File: src/vrc_pkg.sv
// Package for the volume ray first-hit caster: constants, register indexes, sequencer states.
`timescale 1ns / 1ps
`default_nettype none
package vrc_pkg;
  localparam int SIDE      = 64;
  localparam int SLICES    = 16;
  localparam int MAX_STEPS = 256;

  localparam int FRAC_W    = 16;
  localparam int COORD_W   = 32;
  localparam int STEP_W    = 20;
  localparam int CHAN_W    = 8;
  localparam int COLOR_W   = 24;
  localparam int POS_FLD_W = 6;
  localparam int SLICE_W   = 4;
  localparam int REG_IDX_W = 2;

  localparam int SIDE_BITS  = $clog2(SIDE);
  localparam int SLICE_BITS = $clog2(SLICES);
  localparam int ADDR_W     = SLICE_BITS + 2 * SIDE_BITS;
  localparam int STORE_DEPTH = SLICES * SIDE * SIDE;
  localparam int SLC_CMP_W  = 11;

  localparam int DIFF_W = COORD_W + 2;
  localparam int MAG_W  = DIFF_W - 1 + FRAC_W;
  localparam int T_W    = MAG_W + 1;
  localparam int POS_W  = 64;
  localparam int CNT_W  = $clog2(MAX_STEPS + 1);
  localparam int MULJ_W = $clog2(STEP_W);
  localparam int DCNT_W = $clog2(MAG_W + 1);

  localparam logic signed [DIFF_W-1:0] SIDE_FX = DIFF_W'(SIDE * 65536);

  localparam logic [REG_IDX_W-1:0] REG_STEP_X    = 2'd0;
  localparam logic [REG_IDX_W-1:0] REG_STEP_Y    = 2'd1;
  localparam logic [REG_IDX_W-1:0] REG_THRESHOLD = 2'd2;

  localparam logic [STEP_W-1:0]  STEP_X_RESET    = 20'd65536;
  localparam logic [STEP_W-1:0]  STEP_Y_RESET    = 20'd0;
  localparam logic [CHAN_W-1:0]  THRESHOLD_RESET = 8'd50;

  typedef enum logic [3:0] {
    ST_IDLE,
    ST_AXIS,
    ST_DIV0,
    ST_DIV1,
    ST_SPAN,
    ST_MUL,
    ST_MSETUP,
    ST_MARCH,
    ST_CUBE1,
    ST_CUBE2,
    ST_FINISH
  } state_t;
endpackage
`default_nettype wire

File: src/vrc_div.sv
// Serial restoring divider for slab parameters: (diff * 65536) / den, truncated toward zero.
`timescale 1ns / 1ps
`default_nettype none
module vrc_div (
  input  wire logic                              clk,
  input  wire logic                              rst,
  input  wire logic                              start,
  input  wire logic signed [vrc_pkg::DIFF_W-1:0] diff,
  input  wire logic signed [vrc_pkg::STEP_W-1:0] den,
  output logic                                   done,
  output logic signed [vrc_pkg::T_W-1:0]         quo
);
  localparam int DW = vrc_pkg::DIFF_W;
  localparam int MW = vrc_pkg::MAG_W;
  localparam int SW = vrc_pkg::STEP_W;

  logic              active;
  logic [vrc_pkg::DCNT_W-1:0] cnt;
  logic [MW-1:0]     dvd;
  logic [MW-1:0]     q;
  logic [SW-1:0]     rem;
  logic [SW-1:0]     den_mag;
  logic              neg;

  logic [DW-1:0]     diff_mag;
  logic [SW:0]       shifted;
  logic              ge;

  assign diff_mag = diff[DW-1] ? DW'(-diff) : DW'(diff);
  assign shifted  = {rem, dvd[MW-1]};
  assign ge       = shifted >= {1'b0, den_mag};
  assign quo      = neg ? -$signed({1'b0, q}) : $signed({1'b0, q});

  always_ff @(posedge clk) begin
    if (rst) begin
      active <= 1'b0;
      done   <= 1'b0;
      cnt    <= '0;
    end else begin
      done <= 1'b0;
      if (start) begin
        active  <= 1'b1;
        cnt     <= '0;
        dvd     <= {diff_mag[DW-2:0], {vrc_pkg::FRAC_W{1'b0}}};
        q       <= '0;
        rem     <= '0;
        den_mag <= den[SW-1] ? SW'(-den) : SW'(den);
        neg     <= diff[DW-1] ^ den[SW-1];
      end else if (active) begin
        rem <= ge ? SW'(shifted - {1'b0, den_mag}) : shifted[SW-1:0];
        q   <= {q[MW-2:0], ge};
        dvd <= {dvd[MW-2:0], 1'b0};
        cnt <= cnt + 1'b1;
        if (cnt == vrc_pkg::DCNT_W'(MW - 1)) begin
          active <= 1'b0;
          done   <= 1'b1;
        end
      end
    end
  end
endmodule
`default_nettype wire

File: config.mk
export PLATFORM = sky130hd
export DESIGN_NAME = vrc_div
export DESIGN_NICKNAME = d
export VERILOG_FILES = /design/src/vrc_pkg.sv /design/src/vrc_div.sv
export SDC_FILE = /design/constraint.sdc
export NUM_CORES = 1
export LEC_CHECK = 0
export ABC_AREA = 0
export ABC_CLOCK_PERIOD_IN_PS = 14400
export BUFFER_PORTS_ARGS = -buffer_cell sky130_fd_sc_hd__buf_4
export CORE_MARGIN = 10
export CORE_UTILIZATION = 28
export CTS_CLUSTER_DIAMETER = 200
export DETAILED_ROUTE_END_ITERATION = 12
export HOLD_SLACK_MARGIN = 0.02
export PLACE_DENSITY_LB_ADDON = 0.2
export RECOVER_POWER = 50
export SYNTH_ARGS = -nofsm -noshare
export SYNTH_HDL_FRONTEND = slang
export SYNTH_SLANG_ARGS = --single-unit
File: constraint.sdc
create_clock -name clk -period 14.4 [get_ports clk]
set_input_delay 0.72 -clock clk [delete_from_list [all_inputs] [get_ports clk]]
set_output_delay 0.72 -clock clk [all_outputs]
set_load 0.005 [all_outputs]
==> Word-level counts from Yosys, hierarchy flattened <==
Cells that the tools add are included.
{ "classes": {"addsub": 5, "multipliers": 0, "n_div": 0, "n_lt_le_gt_ge": 1, "n_eq_ne": 1, "shift": 0, "mux": 12, "bitwise": 3, "reduce_logical": 5} }
{ "ops": {"columns": ["cell", "count"], "rows": [
  ["49-bit 2-to-1 mux", 3],
  ["50-bit 2-to-1 mux", 1],
  ["49-bit negation with 50-bit output", 1],
  ["20-bit 2-to-1 mux", 2],
  ["33-bit 2-to-1 mux", 1],
  ["33-bit negation", 1],
  ["21-bit by 20-bit >= comparator with 1-bit output", 1],
  ["20-bit negation", 1],
  ["20-bit subtractor", 1],
  ["19-bit 2-to-1 mux", 1],
  ["6-bit by 1-bit adder with 6-bit output (second input constant)", 1],
  ["6-bit == test (second input constant)", 1],
  ["1-bit 2-to-1 mux", 4],
  ["2-bit AND reduction", 2],
  ["3-bit OR reduction", 1],
  ["1-bit NOT", 2],
  ["2-bit nonzero test", 1],
  ["2-bit OR reduction", 1],
  ["1-bit bitwise XOR", 1]
]} }
{ "totals": {"regBits": 146, "latch_bits": 0, "mem_bits_rw": 0, "mem_bits_ro": 0, "inputBits": 57, "out_inout_bits": 51, "elab_cells": 37, "n_memories": 0} }

==> Depth between registers and ports, before layout <==
{ "depth": {"depth_word": 4, "ltp_mapped": 12} }

==> Least setup slack after synthesis <==
OpenSTA, ideal clock, no wires.
{ "synth_timing": {"path_kind": "input to register", "start": "in start", "end": "reg dvd[16] (enable)", "t_arrival_ps": 6089, "t_required_ps": 13801, "slack_ps": 7712, "stages": 3, "path_buffers": 1, "path_cell_list": "clkbuf_1 -> inv_1 -> a21oi_1"} }
{ "synth_between": {"elab_chain_len": 2} }
{ "synth_lines": {"columns": ["item", "line_no", "text"], "rows": [
  ["start, declared", "vrc_div.sv:7", "input wire logic start,"],
  ["2-bit nonzero test (no line)", null, null],
  ["2-bit AND reduction (no line)", null, null],
  ["end signal, assigned", "vrc_div.sv:44", "dvd <= {diff_mag[DW-2:0], {vrc_pkg::FRAC_W{1'b0}}};"],
  ["end signal, assigned", "vrc_div.sv:52", "dvd <= {dvd[MW-2:0], 1'b0};"],
  ["end, declared", "vrc_div.sv:19", "logic [MW-1:0] dvd;"]
]} }
Every way passes these cells.
A chain may end at the register's enable or synchronous reset.

==> run metrics <==
Final Setup Violations=0; DP Wirelength=14,800 um; Mapped Cells=823; pin count of the biggest net entering global routing=71; Synth Warn #=0; top cells by area, synth=edfxtp_1 45%, xnor2_1 7.8%, xor2_1 4.1%, nor2b_1 3.9%, ha_1 3.8%; # fillers=2,966; Reg power frac=between 40 and 50%; Via density=4.75; measured slew at the worst slew-check pin=2.83 ns; FP Rows=62; via count=6,247; Setup TNS Final=0 ns; DR DRC count=0; Post-CTS Resized=0; port bufs=between 100 and 150; Die X=192 um; Worst Skew=roughly 0.021 ns; CTS H-tree lvls=4; clock tree buffer depth=2; Core Area=28,900 um^2; crit-path cells=clkbuf_1 -> clkbuf_1 -> a21oi_1 -> a22o_1; most common cell after layout, fill and taps aside=edfxtp_1; ys async rst share=0%; top cell type's share of synthesized area=44.7%; Critical Path Sink Type=flop; critical path peak fanout=70; Pre-antenna DRT Iters=5; RD Place Congestion=0.801; post-synthesis sequential area ratio=46.6%; synth unique cells=60; most frequent cells in the layout=123 x edfxtp_1, 105 x buf_4, 74 x xnor2_1, 61 x a21oi_1, 60 x nand2_1; initial antenna violation count=0; number of global-route vias before repair=6,171; Avg Inst Size Synth=10.0 um^2; Fin. Hold Viols=0; Congestion Overflow GR=0; Initial Util=28.6%; leading area contributor after synthesis=edfxtp_1; maximum clock rate=182 MHz; Max Cap Violations=3; Worst VDD drop=0.0745 mV; min-delay worst type=reg2reg; final count of pins violating max slew=176; Net Sw Frac=28.5%; Combinational Power Share=21.0%; 1st-iter DRT viols=around 400; Clock Pin Slew Worst Setup and Hold Paths=0.06 ns; EDFF count, synth=123; setup bufs post-CTS=0; Crit Path Class=in2reg; fin crit period=5.49 ns; Bufs and invs on worst path=2; Int Power=825 uW; Sink Count=131; Critical Path AT=5.67 ns; CP Data Required Time=14.57 ns; #FFs+latches synth=between 100 and 150; # hold bufs at CTS=0; status=finished, violations left; clk root buf=clkbuf_16; Routed Antenna Nets=0; Clk network pwr share=approximately two fifths; Routed WL per cell=about 16 um; family with the most delay on the worst path=buffers and inverters; Cell Area, Synth=8260 um^2; CTS tree=done; Period Utilization, post-route=38.2%; critical path's slowest cell=clkbuf_1; die area=36,800 um^2; most used cell, CP=clkbuf_1; leak pwr=0.00363 uW; first-pass GRT wire length=between 30,000 and 40,000 um; violated checks=max-capacitance violations, max-slew violations; CP peak stage delay=2.06 ns; Relative slew margins=-88.4%; layout cell share with drive strength beyond 1=17.3%; P per Cell Area=approximately 120 nW/um^2; Syn Nets=906; synthesis-to-layout area growth=21.3%; final core area utilization=34.6%; Inserted Clock Buffers=17; CP startpoint kind=input pin; total global-route track usage=between 10 and 15%; RSZ-0062 raised after global routing=false; Clock Latency Late Sink=0.43 ns; WL final=20,400 um; fin nets=about 1,000; reg-to-reg slack, setup=10.97 ns; Die H=~190 um; top_reg_cell synth=edfxtp_1; Diodes inserted=0; # IOs=108; sw power=between 300 and 400 uW
-- worst min-delay path, cell delays in order (launching register included) --
cell and delay [ns]:
dfxtp_1 0.32, o21ai_0 0.08, a21oi_1 0.06
-- layer usage --
layer	share of wire (%)	vias to the layer above	GRT usage, %
li1	-	3198	-
met1	50	2902	15.5
met2	44	139	16.8
met3	5.6	8	3.03
met4	0.75	0	3.31
met5	0	-	0
-- power by group through the flow --
| stage | Combinational (uW) | Clock, uW | Sequential (uW) |
|---|---|---|---|
| 6_report | 242 | 440 | 471 |
| 5_1_grt | 274 | 469 | 475 |
| 4_1_cts | 246 | 454 | 471 |
| 3_5_place_dp | 245 | 0 | 478 |
| 3_3_place_gp | 245 | 0 | 478 |
| 2_1_floorplan | 159 | 0 | 475 |
-- cells by family after synthesis --
family	share of synthesized area [%]
and+or+nand+nor	17.4
AOI/OAI and AO/OA	15.4
DFF	46.6
xor gates and xnor gates	12.0
buffers and inverters	3.36
adders and majority gates	4.03
muxes	1.18
-- path summary, 6_finish.rpt --
| check | start | to | cells past startpoint |
|---|---|---|---|
| worst max-delay path | start | rem[15] | 4 |
| worst min register to register | cnt[5] | cnt[5] | 2 |
| worst min-delay path | cnt[5] | cnt[5] | 2 |
| worst max register to register | rem[15] | rem[15] | 8 |
-- registers in the layout (all words and copies together), names as in the netlist --
register / flops
active: 1
cnt: 6
q: 49
neg: 1
dvd: 33
done: 1
rem: 20
den_mag: 20
-- per-stage QoR --
stage                     setup WS (ns)  hold WS [ns]  power [uW]  cells  instance area, um^2
after floorplan                    7.71         0.458         635    823                 8260
after global placement            10.71         0.483         723   1283                 9470
after detailed placement          10.63         0.483         724   1283                 9470
after CTS                         10.16         0.472        1170   1315                10100
after global routing               8.25         0.539        1220   1315                10000
final                              8.91         0.504        1150   1315                10000
-- synthesized netlist by cell type (2+ instances only) --
master	number
inv_1	35
nor2_1	56
buf_1	5
a21boi_0	2
and3b_1	2
a211oi_1	10
nand3_1	23
mux2i_1	3
nand2b_1	9
mux2_2	6
nand4_1	7
clkbuf_1	32
nor3_1	12
nor2b_1	51
o31ai_1	27
nand2_1	60
a221o_1	2
nor4_1	2
xnor2_1	74
o21ai_0	53
o211ai_1	3
o21a_1	5
or4b_4	2
a31oi_1	3
or3_1	12
and3_1	5
xor2_1	39
or2_2	4
dfxtp_1	8
a22o_1	3
or4_4	2
ha_1	25
o21ai_2	2
edfxtp_1	123
o41ai_1	11
nor4b_1	2
or2_1	2
a21o_1	5
a21oi_1	61
a211o_1	3
or4_1	13
-- area by class of cell --
type | count | area, um^2 | area share [%]
Timing Repair Buffer | 114 | 826 | 8.24
Clock buffer | 17 | 425 | 4.25
Multi-Input combinational cell | 619 | 4140 | 41.3
Clock inverter | 15 | 169 | 1.69
Inverter | 35 | 131 | 1.31
Sequential cell | 131 | 3850 | 38.5
Tap cell | 384 | 480 | 4.79
No activity file was read; power rests on OpenSTA's default activity.
